--- config.mk ---
export PLATFORM = sky130hd
export DESIGN_NAME = bmhq_ctrl_flat
export DESIGN_NICKNAME = d
export VERILOG_FILES = /design/src/rtl/bmhq_pkg.sv /design/src/rtl/bmhq_if.sv /design/src/rtl/bmhq_ctrl.sv /design/src/flat_wrapper.sv
export SDC_FILE = /design/constraint.sdc
export NUM_CORES = 1
export LEC_CHECK = 0
export BUFFER_PORTS_ARGS = -buffer_cell sky130_fd_sc_hd__buf_2
export CAP_MARGIN = 15
export CORE_UTILIZATION = 35
export DETAILED_ROUTE_END_ITERATION = 8
export HOLD_SLACK_MARGIN = 0.05
export PLACE_DENSITY = 0.65
export SLEW_MARGIN = 20
export SYNTH_ARGS = -nofsm -noshare
export SYNTH_HDL_FRONTEND = slang
export SYNTH_SLANG_ARGS = --single-unit
--- constraint.sdc ---
create_clock -name clk -period 26.3 [get_ports clk]
set_input_delay 5.26 -clock clk [delete_from_list [all_inputs] [get_ports clk]]
set_output_delay 5.26 -clock clk [all_outputs]
set_load 0.1 [all_outputs]
--- src/rtl/bmhq_pkg.sv ---
// ----------------------------------------------------------------------------
// bmhq_pkg
// Shared types, sizes and codes of the binary max-heap priority queue.
// ----------------------------------------------------------------------------
package bmhq_pkg;

  localparam int CAPACITY = 256;
  localparam int ADDR_W   = $clog2(CAPACITY);
  localparam int CNT_W    = $clog2(CAPACITY + 1);
  localparam int KEY_W    = 32;
  localparam int TAG_W    = 16;
  localparam int CMD_W    = 2;
  localparam int STAT_W   = 2;

  typedef enum logic [CMD_W-1:0] {
    CMD_INSERT    = 2'd0,
    CMD_POP       = 2'd1,
    CMD_REMOVE_AT = 2'd2
  } cmd_t;

  typedef enum logic [STAT_W-1:0] {
    STAT_OK    = 2'd0,
    STAT_FULL  = 2'd1,
    STAT_EMPTY = 2'd2
  } stat_t;

  typedef enum logic [2:0] {
    S_IDLE,
    S_START,
    S_RM,
    S_UP,
    S_DN,
    S_FIN,
    S_DONE
  } state_t;

  typedef struct packed {
    logic signed [KEY_W-1:0] key;
    logic [TAG_W-1:0]        tag;
  } entry_t;

  localparam int ENTRY_W = $bits(entry_t);

  typedef struct packed {
    logic [ADDR_W-1:0] rd_addr_a;
    logic [ADDR_W-1:0] rd_addr_b;
    logic              wr_en;
    logic [ADDR_W-1:0] wr_addr;
    entry_t            wr_data;
  } ram_req_t;

  // Heap positions are 1-based; the store is 0-based.
  function automatic logic [ADDR_W-1:0] addr_of(input logic [CNT_W:0] pos);
    logic [CNT_W:0] tmp;
    tmp = pos - {{CNT_W{1'b0}}, 1'b1};
    return tmp[ADDR_W-1:0];
  endfunction

endpackage

--- src/rtl/bmhq_if.sv ---
// ----------------------------------------------------------------------------
// bmhq_if
// Valid/ready channel interfaces for commands in and results out.
// ----------------------------------------------------------------------------
interface bmhq_in_if import bmhq_pkg::*; ();
  logic              valid;
  logic              ready;
  logic [CMD_W-1:0]  command;
  logic [KEY_W-1:0]  new_key;
  logic [TAG_W-1:0]  new_tag;
  logic [CNT_W-1:0]  position;

  modport source(output valid, command, new_key, new_tag, position, input ready);
  modport sink(input valid, command, new_key, new_tag, position, output ready);
endinterface

interface bmhq_out_if import bmhq_pkg::*; ();
  logic              valid;
  logic              ready;
  logic [KEY_W-1:0]  removed_key;
  logic [TAG_W-1:0]  removed_tag;
  logic [STAT_W-1:0] status;
  logic [CNT_W-1:0]  count;

  modport source(output valid, removed_key, removed_tag, status, count, input ready);
  modport sink(input valid, removed_key, removed_tag, status, count, output ready);
endinterface

--- src/rtl/bmhq_ctrl.sv ---
// ----------------------------------------------------------------------------
// bmhq_ctrl
// Command sequencer: reads, compares and writes back heap entries level by
// level, and holds the result register.
// ----------------------------------------------------------------------------
module bmhq_ctrl import bmhq_pkg::*; (
  input  logic          clk,
  input  logic          rst_n,
  bmhq_in_if.sink       in_ch,
  bmhq_out_if.source    out_ch,
  output ram_req_t      ram_req,
  input  entry_t        rd_a,
  input  entry_t        rd_b
);

  state_t             state_r, state_nxt;
  cmd_t               cmd_r, cmd_nxt;
  entry_t             new_r, new_nxt;
  logic [CNT_W-1:0]   pos_in_r, pos_in_nxt;
  logic [CNT_W-1:0]   cnt_r, cnt_nxt;
  logic [CNT_W-1:0]   p_r, p_nxt;
  entry_t             e_r, e_nxt;
  logic               rgt_r, rgt_nxt;
  logic [KEY_W-1:0]   res_key_r, res_key_nxt;
  logic [TAG_W-1:0]   res_tag_r, res_tag_nxt;
  stat_t              res_st_r, res_st_nxt;
  logic               out_valid_r, out_valid_nxt;
  logic [KEY_W-1:0]   out_key_r, out_key_nxt;
  logic [TAG_W-1:0]   out_tag_r, out_tag_nxt;
  stat_t              out_st_r, out_st_nxt;
  logic [CNT_W-1:0]   out_cnt_r, out_cnt_nxt;

  always_ff @(posedge clk) begin
    if (!rst_n) begin
      state_r     <= S_IDLE;
      cnt_r       <= '0;
      out_valid_r <= 1'b0;
    end else begin
      state_r     <= state_nxt;
      cnt_r       <= cnt_nxt;
      out_valid_r <= out_valid_nxt;
    end
  end

  always_ff @(posedge clk) begin
    cmd_r     <= cmd_nxt;
    new_r     <= new_nxt;
    pos_in_r  <= pos_in_nxt;
    p_r       <= p_nxt;
    e_r       <= e_nxt;
    rgt_r     <= rgt_nxt;
    res_key_r <= res_key_nxt;
    res_tag_r <= res_tag_nxt;
    res_st_r  <= res_st_nxt;
    out_key_r <= out_key_nxt;
    out_tag_r <= out_tag_nxt;
    out_st_r  <= out_st_nxt;
    out_cnt_r <= out_cnt_nxt;
  end

  assign in_ch.ready        = (state_r == S_IDLE);
  assign out_ch.valid       = out_valid_r;
  assign out_ch.removed_key = out_key_r;
  assign out_ch.removed_tag = out_tag_r;
  assign out_ch.status      = out_st_r;
  assign out_ch.count       = out_cnt_r;

  always_comb begin
    logic             do_up;
    logic             do_dn;
    logic [CNT_W-1:0] up_p;
    logic [CNT_W-1:0] dn_p;
    logic [CNT_W-1:0] dn_cnt;
    logic [CNT_W-1:0] at;
    logic [CNT_W:0]   two_p;
    logic [CNT_W-1:0] par;
    logic [CNT_W-1:0] c;
    entry_t           child;

    state_nxt     = state_r;
    cmd_nxt       = cmd_r;
    new_nxt       = new_r;
    pos_in_nxt    = pos_in_r;
    cnt_nxt       = cnt_r;
    p_nxt         = p_r;
    e_nxt         = e_r;
    rgt_nxt       = rgt_r;
    res_key_nxt   = res_key_r;
    res_tag_nxt   = res_tag_r;
    res_st_nxt    = res_st_r;
    out_valid_nxt = out_valid_r;
    out_key_nxt   = out_key_r;
    out_tag_nxt   = out_tag_r;
    out_st_nxt    = out_st_r;
    out_cnt_nxt   = out_cnt_r;
    ram_req       = '0;
    do_up         = 1'b0;
    do_dn         = 1'b0;
    up_p          = p_r;
    dn_p          = p_r;
    dn_cnt        = cnt_r;
    at            = '0;
    two_p         = {p_r, 1'b0};
    par           = p_r >> 1;
    c             = two_p[CNT_W-1:0];
    child         = rd_a;

    // drain the result register
    if (out_valid_r && out_ch.ready) begin
      out_valid_nxt = 1'b0;
    end

    unique case (state_r)
      S_IDLE: begin
        if (in_ch.valid) begin
          cmd_nxt    = cmd_t'(in_ch.command);
          new_nxt    = {in_ch.new_key, in_ch.new_tag};
          pos_in_nxt = in_ch.position;
          state_nxt  = S_START;
        end
      end

      S_START: begin
        res_key_nxt = '0;
        res_tag_nxt = '0;
        res_st_nxt  = STAT_OK;
        unique case (cmd_r)
          CMD_INSERT: begin
            if (cnt_r == CNT_W'(CAPACITY)) begin
              res_st_nxt = STAT_FULL;
              state_nxt  = S_DONE;
            end else begin
              cnt_nxt = cnt_r + 1'b1;
              e_nxt   = new_r;
              p_nxt   = cnt_r + 1'b1;
              up_p    = cnt_r + 1'b1;
              do_up   = 1'b1;
            end
          end
          CMD_POP, CMD_REMOVE_AT: begin
            at = (cmd_r == CMD_POP) ? CNT_W'(1) : pos_in_r;
            if (cnt_r == '0 || at == '0 || at > cnt_r) begin
              res_st_nxt = STAT_EMPTY;
              state_nxt  = S_DONE;
            end else begin
              // fetch the removed entry and the last entry together
              p_nxt             = at;
              ram_req.rd_addr_a = addr_of({1'b0, at});
              ram_req.rd_addr_b = addr_of({1'b0, cnt_r});
              state_nxt         = S_RM;
            end
          end
          default: begin
            res_st_nxt = STAT_EMPTY;
            state_nxt  = S_DONE;
          end
        endcase
      end

      S_RM: begin
        res_key_nxt = rd_a.key;
        res_tag_nxt = rd_a.tag;
        cnt_nxt     = cnt_r - 1'b1;
        if (p_r == cnt_r) begin
          // the last entry itself was removed
          state_nxt = S_DONE;
        end else begin
          e_nxt = rd_b;
          if ($signed(rd_b.key) >= $signed(rd_a.key)) begin
            do_up = 1'b1;
          end else begin
            dn_cnt = cnt_r - 1'b1;
            do_dn  = 1'b1;
          end
        end
      end

      S_UP: begin
        if ($signed(e_r.key) > $signed(rd_a.key)) begin
          // move the parent down into the hole
          ram_req.wr_en   = 1'b1;
          ram_req.wr_addr = addr_of({1'b0, p_r});
          ram_req.wr_data = rd_a;
          p_nxt           = par;
          up_p            = par;
          do_up           = 1'b1;
        end else begin
          ram_req.wr_en   = 1'b1;
          ram_req.wr_addr = addr_of({1'b0, p_r});
          ram_req.wr_data = e_r;
          state_nxt       = S_DONE;
        end
      end

      S_DN: begin
        if (rgt_r && ($signed(rd_b.key) > $signed(rd_a.key))) begin
          c     = two_p[CNT_W-1:0] + 1'b1;
          child = rd_b;
        end
        if ($signed(e_r.key) < $signed(child.key)) begin
          // move the larger child up into the hole
          ram_req.wr_en   = 1'b1;
          ram_req.wr_addr = addr_of({1'b0, p_r});
          ram_req.wr_data = child;
          p_nxt           = c;
          dn_p            = c;
          do_dn           = 1'b1;
        end else begin
          ram_req.wr_en   = 1'b1;
          ram_req.wr_addr = addr_of({1'b0, p_r});
          ram_req.wr_data = e_r;
          state_nxt       = S_DONE;
        end
      end

      S_FIN: begin
        ram_req.wr_en   = 1'b1;
        ram_req.wr_addr = addr_of({1'b0, p_r});
        ram_req.wr_data = e_r;
        state_nxt       = S_DONE;
      end

      S_DONE: begin
        if (!out_valid_r || out_ch.ready) begin
          out_valid_nxt = 1'b1;
          out_key_nxt   = res_key_r;
          out_tag_nxt   = res_tag_r;
          out_st_nxt    = res_st_r;
          out_cnt_nxt   = cnt_nxt;
          state_nxt     = S_IDLE;
        end
      end

      default: begin
        state_nxt = S_IDLE;
      end
    endcase

    // next sift-up level: stop at the root, else fetch the parent
    if (do_up) begin
      if (up_p == CNT_W'(1)) begin
        state_nxt = S_FIN;
      end else begin
        ram_req.rd_addr_a = addr_of({1'b0, up_p >> 1});
        state_nxt         = S_UP;
      end
    end

    // next sift-down level: stop at a leaf, else fetch both children
    if (do_dn) begin
      two_p = {dn_p, 1'b0};
      if (two_p > {1'b0, dn_cnt}) begin
        state_nxt = S_FIN;
      end else begin
        ram_req.rd_addr_a = addr_of(two_p);
        ram_req.rd_addr_b = two_p[ADDR_W-1:0];
        rgt_nxt           = (two_p < {1'b0, dn_cnt});
        state_nxt         = S_DN;
      end
    end
  end

endmodule

--- src/flat_wrapper.sv ---
// flat-port wrapper written by rule: the top's interface ports become plain ports
module bmhq_ctrl_flat import bmhq_pkg::*;
  (clk, rst_n, ram_req, rd_a, rd_b, in_ch_valid, in_ch_command, in_ch_new_key, in_ch_new_tag, in_ch_position, in_ch_ready, out_ch_valid, out_ch_removed_key, out_ch_removed_tag, out_ch_status, out_ch_count, out_ch_ready);
  bmhq_in_if in_ch_i ();
  bmhq_out_if out_ch_i ();
  input  logic clk;
  input  logic rst_n;
  output ram_req_t ram_req;
  input  entry_t rd_a;
  input  entry_t rd_b;
  input wire logic [$bits(in_ch_i.valid)-1:0] in_ch_valid;
  input wire logic [$bits(in_ch_i.command)-1:0] in_ch_command;
  input wire logic [$bits(in_ch_i.new_key)-1:0] in_ch_new_key;
  input wire logic [$bits(in_ch_i.new_tag)-1:0] in_ch_new_tag;
  input wire logic [$bits(in_ch_i.position)-1:0] in_ch_position;
  output wire logic [$bits(in_ch_i.ready)-1:0] in_ch_ready;
  output wire logic [$bits(out_ch_i.valid)-1:0] out_ch_valid;
  output wire logic [$bits(out_ch_i.removed_key)-1:0] out_ch_removed_key;
  output wire logic [$bits(out_ch_i.removed_tag)-1:0] out_ch_removed_tag;
  output wire logic [$bits(out_ch_i.status)-1:0] out_ch_status;
  output wire logic [$bits(out_ch_i.count)-1:0] out_ch_count;
  input wire logic [$bits(out_ch_i.ready)-1:0] out_ch_ready;
  assign in_ch_i.valid = in_ch_valid;
  assign in_ch_i.command = in_ch_command;
  assign in_ch_i.new_key = in_ch_new_key;
  assign in_ch_i.new_tag = in_ch_new_tag;
  assign in_ch_i.position = in_ch_position;
  assign in_ch_ready = in_ch_i.ready;
  assign out_ch_valid = out_ch_i.valid;
  assign out_ch_removed_key = out_ch_i.removed_key;
  assign out_ch_removed_tag = out_ch_i.removed_tag;
  assign out_ch_status = out_ch_i.status;
  assign out_ch_count = out_ch_i.count;
  assign out_ch_i.ready = out_ch_ready;
  bmhq_ctrl u_core (.clk(clk), .rst_n(rst_n), .in_ch(in_ch_i), .out_ch(out_ch_i), .ram_req(ram_req), .rd_a(rd_a), .rd_b(rd_b));
endmodule
# ---- Word level (Yosys, flattened, before mapping)
# Index checks and enable logic that the tools add are counted.
dict set report word_totals {
  mem_count 0
  ram_bits 0
  mem_bits_ro 0
  latch_bits 0
  inputBits 159
  wordCells 140
  regBits 239
  out_inout_bits 134
}
dict set report classes {
  n_mux 64
  n_mul 0
  n_reduce_logical 20
  n_div 0
  addsub 8
  n_shift 0
  n_eq_ne 22
  bitwise_logic 1
  magnitude_cmp 7
}
# op count
set op_table {}
lappend op_table {{two-way mux 48 bit} 7}
lappend op_table {{one-hot mux 57 bit (3 select lines)} 1}
lappend op_table {{two-way mux 9 bit} 13}
lappend op_table {{one-hot mux 48 bit (2 select lines)} 1}
lappend op_table {{two-way mux 16 bit} 5}
lappend op_table {{> comparator 32 bit} 2}
lappend op_table {{one-hot mux 32 bit (2 select lines)} 1}
lappend op_table {{one-hot mux 9 bit (2 select lines)} 3}
lappend op_table {{subtractor 8 x 1 -> 8 bit, second input constant} 5}
lappend op_table {{>= comparator 32 bit} 1}
lappend op_table {{< comparator 32 bit} 1}
lappend op_table {{one-hot mux 16 bit (2 select lines)} 1}
lappend op_table {{two-way mux 3 bit} 10}
lappend op_table {{one-hot mux 9 bit (3 select lines)} 1}
lappend op_table {{one-hot mux 3 bit (7 select lines)} 1}
lappend op_table {{adder 9 x 1 -> 9 bit, second input constant} 2}
lappend op_table {{logical NOT 9 bit} 2}
lappend op_table {{two-way mux 8 bit} 2}
lappend op_table {{two-way mux 1 bit} 13}
lappend op_table {{> comparator 10 x 9 -> 1 bit} 1}
lappend op_table {{< comparator 10 x 9 -> 1 bit} 1}
lappend op_table {{equality test 3 bit, second input constant} 3}
lappend op_table {{equality test 9 x 1 -> 1 bit, second input constant} 1}
lappend op_table {{equality test 9 bit} 1}
lappend op_table {{other kinds (31)} 43}

# ---- Longest topological paths before layout
# Gate-level depths: netlist of run 1.
dict set report logic_depth {
  depth_word 12
  ltp_mapped 38
  mapped_depth_nobuf 34
}

# ---- Worst setup path before layout of run 1
# OpenSTA, ideal clock, no wires.
dict set report synth_path {
  path_kind {in2out}
  start {in rd_a[47] in the netlist's numbering}
  end {out ram_req[71] in the netlist's numbering}
  path_stages 35
  path_slack_ns 7.548
  path_buffers 3
  arrival_ns 13.492
  path_cell_list {inv_1 > ha_1 > nand4_1 > nor4_1 > nand3_1 > and3b_1 > and3_1 > nor2_1 > buf_2 > buf_2 > mux2i_1 > ha_1 > or4_1 > a221oi_1 > o21ai_0 > a222oi_1 > o2111ai_1 > or3_1 > nand3_1 > and2_1 > buf_4 > mux2i_1 > inv_1 > ha_1 > a21o_1 > a21o_1 > a21o_1 > a21o_1 > a21o_1 > a21o_1 > a21oi_1 > a31o_2 > nand2_1 > a311o_1 > o221ai_1}
}
# item line
set synth_rtl {}
lappend synth_rtl {{start, declared} flat_wrapper.sv:9} ;# input entry_t rd_a;
lappend synth_rtl {{end, declared} flat_wrapper.sv:8} ;# output ram_req_t ram_req;

==> results.txt, run 1 <==
Flop-to-flop setup slack = 17.50 ns
Status = completed
Startpoint types = primary input
Critical path type = primary input to output port
Num Clock Sinks = 239
Syn Inst Count = 1511
Worst Path Buf+Inv = 6
Post-synth net total = 1792
CP dominant cell by count = a21o_1
CTS Buffer Depth = 3
Die ar. = 0.0442 mm^2
Reg2reg path depth = 27
Critical path's slowest cell = a222oi_1
PwrDens = 139 mW/mm^2
Port bufs = 292
DRT iter0 DRCs = 961
Root Buffer Master = clkbuf_16
Crit Path Max Fanout = 51
Clk slew on worst S/H paths = 0.05 ns
Layout area overhead = 19.7%
Yosys warning count = 0
#FFs+latches synth = 239
Most common cell after layout, fill and taps aside = buf_2
RSZ-0062 raised after global routing = false
Initial Util = 0.358
Cts hold-fix bufs = 0
Setup TNS = 0 ns
WHS Path Cells = 0
Filler instances = 4157
Post-synth EDFFs = 226
Vias in the first global route = 12900
Register share of total power = 0.269
Vias after detailed routing = 13100
Final GP Congestion = 0.911
Relative slew margins = 0.286
Top post-synthesis cells by area = edfxtp_1 (45%), ha_1 (10%), nand2_1 (5.8%)
Crit. End Element = output port
First drt pass iteration count = 6
GR Overflow Total = 0
Switching share of power = 0.529
Critical Path RT = 21.04 ns
Power Total = 2.54 mW
Slew Viols, Final = 0
Placeable Area = 0.0424 mm^2
Psw = 1.34 mW
Worst VDD drop = 0.109 mV
Post CTS Setup Buffer Count = 0
Cell Rows = 75
Antenna Violating Nets Remaining = 0
Gate power share = 0.573
Layout Nets = 2052
Post-synth top area share = 0.447
Slew at the pin with the worst max-slew slack = 1.07 ns
Largest net degree at the start of global routing = 81
Io pins = 293
Clk_skew = 0.0193 ns
Detailed-route DRC error count = 0
Final worst-path cycle share = 0.807
Setup violations, final = 0
Sequential element share of the synthesized area = 0.464
Multi-input gate area = 0.00756 mm^2
CTS tree = built
CTS H-Tree Depth = 1
Area leader, netlist = edfxtp_1
Vias/cell = 5.50
Post-Route WL = 51.7 mm
Cell area after synthesis = 0.0152 mm^2
Setup ws final = 5.07 ns
Sequential cell area = 0.00705 mm^2
Asr flop ratio synth = 0
Post-DR wirelength/cell = 21.8 um
Internal = 1.19 mW
Resized cells post-CTS = 0
Ys flop type = edfxtp_1
Delay-heaviest family, CP = simple AND/OR/NAND/NOR gates
Design area = 0.0182 mm^2
Slowest stage delay, CP = 0.79 ns
Die Wd = 210 um
DP HPWL = 37.2 mm
Mean post-synth cell area = 10.1 um^2
Initial antenna violation count = 6
Hold Fails Final Rpt = 0
Library cells used by synthesis = 82
Post-DP Area = 0.0172 mm^2
Worst r2r dst = u_core.rgt_r$_DFFE_PP_
Max Freq = 0.0471 GHz
Worst skew pair latency = 0.58 ns
CP Launch Point = rd_a[47]
Min-Delay Endpoint = u_core.out_ch.removed_tag[8]$_DFFE_PP_
Share of layout cells above drive strength 1 = 0.220
R2r startpoint = u_core.rgt_r$_DFFE_PP_
Crit path time final = 21.23 ns
Pleak = 7.86 nW
Pre-CTS WS = 5.26 ns
Clock Power Share = 0.158
Crit path DAT = 15.97 ns
Max-cap violations = 0
Most frequent cells in the layout = buf_2 (292), nand2_1 (235), edfxtp_1 (226)
First-pass GRT wire length = 77.3 mm
Hold path startpoint = u_core.res_tag_r[8]$_SDFFCE_PN0P_
TritonCTS buffer count = 29
Die Y = 210 um
GRT Total Usage = 0.229
HP Class = flop to flop
worst max-delay path by stage:
stage                        endpoint  cells past startpoint
after CTS                 ram_req[71]                     35
after global routing      ram_req[71]                     35
after global placement    ram_req[71]                     35
after floorplan           ram_req[71]                     35
final                     ram_req[72]                     35
after detailed placement  ram_req[71]                     35
Yosys cell counts, types with 4 or more instances:
library cell / count
a22oi_1: 21
a21oi_1: 60
a31oi_1: 9
o221ai_1: 15
nor2b_1: 9
edfxtp_1: 226
nor3_1: 30
a31o_2: 4
nand2_1: 236
a211o_1: 5
o211ai_1: 8
xnor2_1: 39
and2_1: 29
a21o_1: 16
o22ai_1: 7
o21a_1: 14
inv_1: 74
a211oi_1: 12
a221o_1: 32
dfxtp_1: 13
mux2_2: 5
nor2_1: 126
ha_1: 122
xor2_1: 17
buf_2: 17
nand2b_1: 16
o21ai_0: 75
o2111ai_1: 4
nand3_1: 28
and3_1: 10
mux2i_1: 60
nand4_1: 26
a21boi_0: 6
clkbuf_1: 60
nor4_1: 11
cell families (layout without fill, tap and decap cells):
| logic type | count (synthesis) | count (layout) | share of synthesized area |
|---|---|---|---|
| compound gates | 327 | 327 | 0.154 |
| flops | 239 | 239 | 0.464 |
| buf+inv | 159 | 442 | 0.0419 |
| other cells | 0 | 4 | 0 |
| mux | 65 | 65 | 0.0433 |
| xor+xnor | 56 | 56 | 0.0323 |
| simple gates | 543 | 543 | 0.164 |
| fa+ha+maj | 122 | 122 | 0.101 |
area by class of cell:
cell class,instances,share of cell area
clock buffers,33,0.0407
flip-flops and latches,239,0.388
inverters,75,0.0155
diodes,4,0.000551
well taps,577,0.0397
multi-input cells,1113,0.416
repair buffers,313,0.0891
clock inverters,21,0.0111
sequential cells by signal, indices dropped and copies added, names as in the netlist, 3 cells and up:
signal and cells:
u_core.res_tag_r 16, u_core.pos_in_r 9, u_core.res_key_r 32, u_core.out_ch.count 9, u_core.state_r 3, u_core.cnt_r 9, u_core.out_ch.removed_tag 16, u_core.out_ch.removed_key 32
u_core.e_r 48, u_core.p_r 9, u_core.new_r 48
worst reg2reg max path, stage by stage (launching register included):
cell and delay (ns):
edfxtp_1 0.49, and3b_1 0.22, and3_1 0.22, nor2_4 0.79, mux2i_1 0.32, ha_1 0.27, or4_1 0.49, a221oi_1 0.21
o21ai_0 0.18, a222oi_1 0.79, o2111ai_1 0.15, or3_1 0.35, nand3_2 0.08, buf_4 0.44, and2_1 0.70, mux2i_1 0.41
inv_1 0.10, ha_1 0.31, a21o_1 0.16, a21o_1 0.17, a21o_1 0.18, a21o_1 0.17, a21o_1 0.17, a21o_1 0.19
a21oi_1 0.11, a31o_2 0.11, nand2_1 0.26, inv_1 0.41
per-stage QoR:
step	hold WS (ns)	cells	utilization
after floorplan	0.400	1511	-
after global placement	0.400	2317	0.406
after detailed placement	0.405	2317	0.406
after CTS	0.419	2371	0.428
after global routing	0.423	2375	0.429
final	0.417	2375	0.429
routing by layer:
metal | global-route usage | wire [um]
met4 | 0.0828 | 1640
met3 | 0.0377 | 3190
met5 | 0 | 0
met2 | 0.376 | 24400
met1 | 0.303 | 22500
power by group through the flow:
stage / clock network [mW] / registers, mW / logic, mW
2_1_floorplan: 0 / 0.697 / 1.07
3_3_place_gp: 0 / 0.684 / 1.44
3_5_place_dp: 0 / 0.686 / 1.44
4_1_cts: 0.412 / 0.680 / 1.45
5_1_grt: 0.425 / 0.693 / 1.55
6_report: 0.401 / 0.682 / 1.45
Power figures use the tool's default switching activity.
==> run 2, diff against run 1 <==
==> constraint.sdc (replaced) <==
create_clock -name clk -period 22 [get_ports clk]
set_input_delay 4.4 -clock clk [delete_from_list [all_inputs] [get_ports clk]]
set_output_delay 4.4 -clock clk [all_outputs]
set_load 0.1 [all_outputs]
==> run 2 against run 1 <==
  * Hold slack hardly changed
  * Largest power group unchanged
  * Final area is 0.65% lower
  * Worst setup slack worse by 2.7 ns
  * Combinational power is 19% higher
  * Critical endpoint unchanged
  * First-iteration DRC count is 32% higher
  * Count of clock-buffer cells in the layout is 5 higher
  * Sequential power is 21% higher
==> results.txt, run 2 (synthesis results as in run 1) <==
First-pass GRT wire length = 76.5 mm (-0.95%)
Io pins = 293 (unchanged)
Detailed-route DRC error count = 0 (unchanged)
RSZ-0062 raised after global routing = false
Worst Path Buf+Inv = 6 (unchanged)
WP depth = 35 (unchanged)
Most common cell after layout, fill and taps aside = buf_2
Clk slew on worst S/H paths = 0.06 ns (about the same)
Critical Path RT = 17.60 ns (-3.44 ns)
Initial antenna violation count = 3 (-3)
Max Freq = 0.0510 GHz
Die Wd = 210 um (unchanged)
Clock Power Share = 0.148 (-0.010)
Slew at the pin with the worst max-slew slack = 1.01 ns (-0.0592 ns)
Post-DP Area = 0.0172 mm^2 (-0.13%)
Post-Route WL = 50.9 mm (-1.7%)
Clk_skew = 0.0154 ns (-0.00386 ns)
Worst skew pair latency = 0.57 ns (about the same)
CTS H-Tree Depth = 1 (unchanged)
CTS tree = built
Filler instances = 4155 (-0.048%)
DP HPWL = 36.9 mm (-0.77%)
Pre-CTS WS = 2.72 ns (-2.54 ns)
Crit. End Element = output port
DRT iter0 DRCs = 1265 (+32%)
Critical path's slowest cell = a222oi_1
Post-Layout Cell Count = 2362 (-0.55%)
TritonCTS buffer count = 28 (-3.4%)
Crit path DAT = 15.19 ns (-0.78 ns)
Multi-input gate area = 0.00756 mm^2 (about the same)
Relative slew margins = 0.316 (+0.0306)
Max-cap violations = 0 (unchanged)
Critical path type = primary input to output port
Hold Fails Final Rpt = 0 (unchanged)
Internal = 1.40 mW (+17%)
Setup violations, final = 0 (unchanged)
Register share of total power = 0.276 (+0.007)
Die ar. = 0.0442 mm^2 (unchanged)
Gate power share = 0.576 (+0.003)
Layout Nets = 2048 (-0.19%)
Die Y = 210 um (unchanged)
Sequential cell area = 0.00705 mm^2 (unchanged)
Largest net degree at the start of global routing = 67 (-17%)
HP Class = flop to flop
Vias/cell = 5.51 (+0.20%)
Root Buffer Master = clkbuf_16
Most frequent cells in the layout = buf_2 (292), nand2_1 (234), edfxtp_1 (226)
Cts hold-fix bufs = 0 (unchanged)
Layout Utilization = 0.426 (-0.00277)
Power Total = 2.98 mW (+18%)
Post-DR wirelength/cell = 21.5 um (-1.1%)
Startpoint types = primary input
Final worst hold slack = 0.417 ns (+0.0000100 ns)
Cell Rows = 75 (unchanged)
Final worst-path cycle share = 0.891
Switching share of power = 0.531 (+0.00128)
Slew Viols, Final = 0 (unchanged)
Crit Path Max Fanout = 51 (unchanged)
Top flop regs = u_core.e_r (48), u_core.new_r (48)
Final GP Congestion = 0.947 (+3.9%)
Delay-heaviest family, CP = simple AND/OR/NAND/NOR gates
GR Overflow Total = 0 (unchanged)
Pleak = 7.80 nW (-0.73%)
Initial Util = 0.358 (unchanged)
Post CTS Setup Buffer Count = 0 (unchanged)
Placeable Area = 0.0424 mm^2 (unchanged)
Crit path time final = 19.59 ns
Resized cells post-CTS = 0 (unchanged)
Antenna Violating Nets Remaining = 0 (unchanged)
Share of layout cells above drive strength 1 = 0.215 (-0.00425)
Worst VDD drop = 0.133 mV (+22%)
GRT Total Usage = 0.225 (-0.00355)
Setup TNS = 0 ns (unchanged)
Layout area overhead = 18.9%
Setup ws final = 2.41 ns (-2.67 ns)
Slowest stage delay, CP = 0.80 ns (about the same)
Psw = 1.58 mW (+18%)
Vias in the first global route = 12600 (-2.6%)
Status = completed
First drt pass iteration count = 5 (-1)
CTS Buffer Depth = 3 (unchanged)
Port bufs = 292 (unchanged)
Reg2reg path depth = 27 (unchanged)
Vias after detailed routing = 13000 (-0.34%)
Design area = 0.0181 mm^2 (-0.65%)
CP dominant cell by count = a21o_1
WHS Path Cells = 0 (unchanged)
PwrDens = 165 mW/mm^2 (+18%)
Num Clock Sinks = 239 (unchanged)
Placed insts = 2314 (-0.13%)
run 2: changes by cell type in the layout (fill, tap and decap cells not counted), sizes merged:
cell      delta
inv          -2
clkbuf       +5
buf          -3
clkinvlp     -3
diode        -2
bufinv       -2
clkinv       -6
run 2: cell type report:
| cell class | count | share of cell area |
|---|---|---|
| clock inverter | 8 | 0.00443 |
| tap | 577 | 0.0400 |
| sequential | 239 | 0.390 |
| inverter | 75 | 0.0156 |
| antenna | 2 | 0.000277 |
| multi-input combinational | 1113 | 0.419 |
| clock buffer | 38 | 0.0426 |
| timing repair buffer | 310 | 0.0884 |
run 2: worst paths after layout:
check | startpoint | to | slack, ns
worst max-delay path | rd_a[47] | ram_req[72] | 2.41
worst min-delay path | u_core.res_tag_r[7]$_SDFFCE_PN0P_ | u_core.out_ch.removed_tag[7]$_DFFE_PP_ | 0.42
worst max register to register | u_core.rgt_r$_DFFE_PP_ | u_core.rgt_r$_DFFE_PP_ | 13.22
worst min register to register | u_core.res_tag_r[7]$_SDFFCE_PN0P_ | u_core.out_ch.removed_tag[7]$_DFFE_PP_ | 0.42
run 2: power groups by stage:
stage / sequential, mW / clock (mW) / combinational, mW
after floorplan: 0.833 / 0 / 1.28
after global placement: 0.823 / 0 / 1.70
after detailed placement: 0.827 / 0 / 1.71
after CTS: 0.819 / 0.451 / 1.72
after global routing: 0.835 / 0.467 / 1.84
final: 0.822 / 0.441 / 1.72
run 2: per-layer routing:
metal	part of all wire	GRT usage	vias to the layer above
met4	0.027	0.0664	0
met3	0.066	0.0299	82
met5	0	0	-
met2	0.47	0.370	541
li1	-	-	6086
met1	0.44	0.309	6305
==> run 3, diff against run 2 <==
--- a/config.mk
+++ b/config.mk
@@ -9,6 +9,7 @@
 export CAP_MARGIN = 15
 export CORE_UTILIZATION = 35
 export DETAILED_ROUTE_END_ITERATION = 8
+export GPL_TIMING_DRIVEN = 0
 export HOLD_SLACK_MARGIN = 0.05
 export PLACE_DENSITY = 0.65
 export SLEW_MARGIN = 20
==> run 3 against run 2 <==
  * Combinational power grew 7%
  * Critical path depth grew 4
  * Sequential share of layout area shrank 0.92 points
  * First-iteration DRC count shrank 3.7%
  * Utilization grew 1.0 points
  * Worst setup slack gained 0.49 ns
  * Hold slack lost 0.0034 ns
  * Clock power grew 9.8%
  * Total power grew 3.6%
  * Count of clock-buffer cells in the layout shrank 4
  * Final area grew 2.4%
  * Sequential cell count is the same
  * Critical endpoint is now ram_req[63]
==> results.txt, run 3 (synthesis results as in run 1) <==
HP Class = flop to flop
Cts hold-fix bufs = 0 (unchanged)
Top flop regs = u_core.e_r (48), u_core.new_r (48)
Psw = 1.64 mW (+3.4%)
Worst skew pair latency = 0.58 ns (about the same)
Critical path type = primary input to output port
Flop-to-flop setup slack = 13.67 ns (+0.45 ns)
Crit path DAT = 14.70 ns (-0.49 ns)
Status = completed
GR Overflow Total = 0 (unchanged)
Largest net degree at the start of global routing = 44 (-34%)
Filler instances = 4165 (+0.24%)
Die Wd = 210 um (unchanged)
First-pass GRT wire length = 79.3 mm (+3.6%)
Root Buffer Master = clkbuf_16
Clock Power Share = 0.157 (+0.009)
Cell Rows = 75 (unchanged)
Initial antenna violation count = 3 (unchanged)
Num Clock Sinks = 239 (unchanged)
Worst r2r dst = u_core.rgt_r$_DFFE_PP_
Clk slew on worst S/H paths = 0.06 ns (about the same)
Layout Utilization = 0.436 (+0.0102)
Relative slew margins = 0.294 (-0.0229)
Post-DR wirelength/cell = 22.0 um (+2.2%)
Switching share of power = 0.530 (-0.00113)
Max-cap violations = 0 (unchanged)
GRT Total Usage = 0.238 (+0.0123)
Detailed-route DRC error count = 0 (unchanged)
Placeable Area = 0.0424 mm^2 (unchanged)
Port bufs = 292 (unchanged)
Layout Nets = 2125 (+3.8%)
Pleak = 7.99 nW (+2.4%)
Post-Layout Cell Count = 2445 (+3.5%)
Most frequent cells in the layout = buf_2 (309), nand2_1 (235), edfxtp_1 (226)
Resized cells post-CTS = 0 (unchanged)
Vias in the first global route = 13200 (+4.9%)
Crit Path Max Fanout = 10 (-80%)
Startpoint types = primary input
Setup TNS = 0 ns (unchanged)
Clk_skew = 0.0195 ns (+0.00403 ns)
PwrDens = 167 mW/mm^2 (+1.2%)
Power Total = 3.09 mW (+3.6%)
First drt pass iteration count = 6 (+1)
CTS tree = built
DP HPWL = 41.8 mm (+13%)
RSZ-0062 raised after global routing = false
Vias/cell = 5.50 (-0.20%)
Post-Route WL = 53.8 mm (+5.8%)
CP dominant cell by count = a21o_1
Initial Util = 0.358 (unchanged)
Critical Path RT = 17.60 ns (about the same)
Placed insts = 2391 (+3.3%)
WHS Path Cells = 0 (unchanged)
Crit path time final = 19.10 ns (-0.493 ns)
DRT iter0 DRCs = 1218 (-3.7%)
Io pins = 293 (unchanged)
R2r startpoint = u_core.rgt_r$_DFFE_PP_
Reg2reg path depth = 30 (+11%)
Post CTS Setup Buffer Count = 0 (unchanged)
Register share of total power = 0.249 (-0.027)
CTS Buffer Depth = 3 (unchanged)
Slew at the pin with the worst max-slew slack = 1.06 ns (+0.0437 ns)
Min-Delay Endpoint = u_core.out_ch.removed_key[23]$_DFFE_PP_
Worst VDD drop = 0.136 mV (+2.5%)
Share of layout cells above drive strength 1 = 0.216 (about the same)
Most common cell after layout, fill and taps aside = buf_2
Antenna Violating Nets Remaining = 0 (unchanged)
Max Freq = 0.0524 GHz (+2.6%)
CTS H-Tree Depth = 1 (unchanged)
Setup violations, final = 0 (unchanged)
Slowest stage delay, CP = 0.70 ns (-0.10 ns)
Critical path's slowest cell = a222oi_1
TritonCTS buffer count = 28 (unchanged)
Final worst-path cycle share = 0.868 (-0.0224)
Final worst hold slack = 0.414 ns (-0.00336 ns)
Internal = 1.45 mW (+3.9%)
Hold Fails Final Rpt = 0 (unchanged)
Crit. End Element = output port
Gate power share = 0.594 (+0.018)
Die Y = 210 um (unchanged)
Slew Viols, Final = 0 (unchanged)
Final GP Congestion = 0.935 (-1.2%)
Vias after detailed routing = 13400 (+3.3%)
Die ar. = 0.0442 mm^2 (unchanged)
Layout area overhead = 21.8%
Hold path startpoint = u_core.res_key_r[23]$_SDFFCE_PN0P_
-- run 3: worst max-delay path: cells and delay by family --
kind	cells	cell delay (ns)
and+or+nand+nor	12	3.52
AOI/OAI and AO/OA	13	2.69
buffers and inverters	9	2.39
adders and majority gates	3	1.01
muxes	2	0.65
-- run 3: worst max-delay path by stage --
stage / cells after the start / startpoint / end / slack, ns
floorplan: 35 / rd_a[47] / ram_req[71] / 4.97
global placement: 39 / rd_a[47] / ram_req[61] / 3.21
detailed placement: 39 / rd_a[47] / ram_req[62] / 3.16
CTS: 39 / rd_a[47] / ram_req[62] / 3.09
global route: 39 / rd_a[47] / ram_req[64] / 2.27
finish: 39 / rd_a[47] / ram_req[63] / 2.90
-- run 3: metal layers --
| layer | share of wire | routed length [um] | global-route usage | vias to the layer above |
|---|---|---|---|---|
| li1 | - | - | - | 6257 |
| met1 | 0.43 | 23200 | 0.315 | 6501 |
| met2 | 0.47 | 25100 | 0.392 | 580 |
| met3 | 0.070 | 3760 | 0.0396 | 107 |
| met4 | 0.033 | 1790 | 0.0790 | 0 |
| met5 | 0 | 0 | 0 | - |
-- run 3: power groups by stage --
| stage | Sequential (mW) | Combinational (mW) | Clock [mW] |
|---|---|---|---|
| floorplan | 0.833 | 1.28 | 0 |
| global placement | 0.790 | 1.77 | 0 |
| detailed placement | 0.775 | 1.82 | 0 |
| CTS | 0.768 | 1.82 | 0.497 |
| global route | 0.780 | 1.95 | 0.511 |
| finish | 0.769 | 1.84 | 0.484 |
-- run 3: area by class of cell --
class                      instances  area (um^2)  area share
multi-input combinational       1113         7530       0.407
sequential                       239         7050       0.381
inverter                          75          282      0.0152
timing repair buffer             303         1590      0.0859
buffer                            84          355      0.0192
clock buffer                      34          764      0.0413
tap                              577          722      0.0390
antenna                            3         7.51    0.000406
clock inverter                    17          200      0.0108
-- run 3: per-stage QoR --
stage	cell area (um^2)	setup WS, ns
floorplan	15200	4.97
CTS	18500	3.09
detailed placement	17500	3.16
finish	18500	2.90
global route	18500	2.27
global placement	17400	3.21
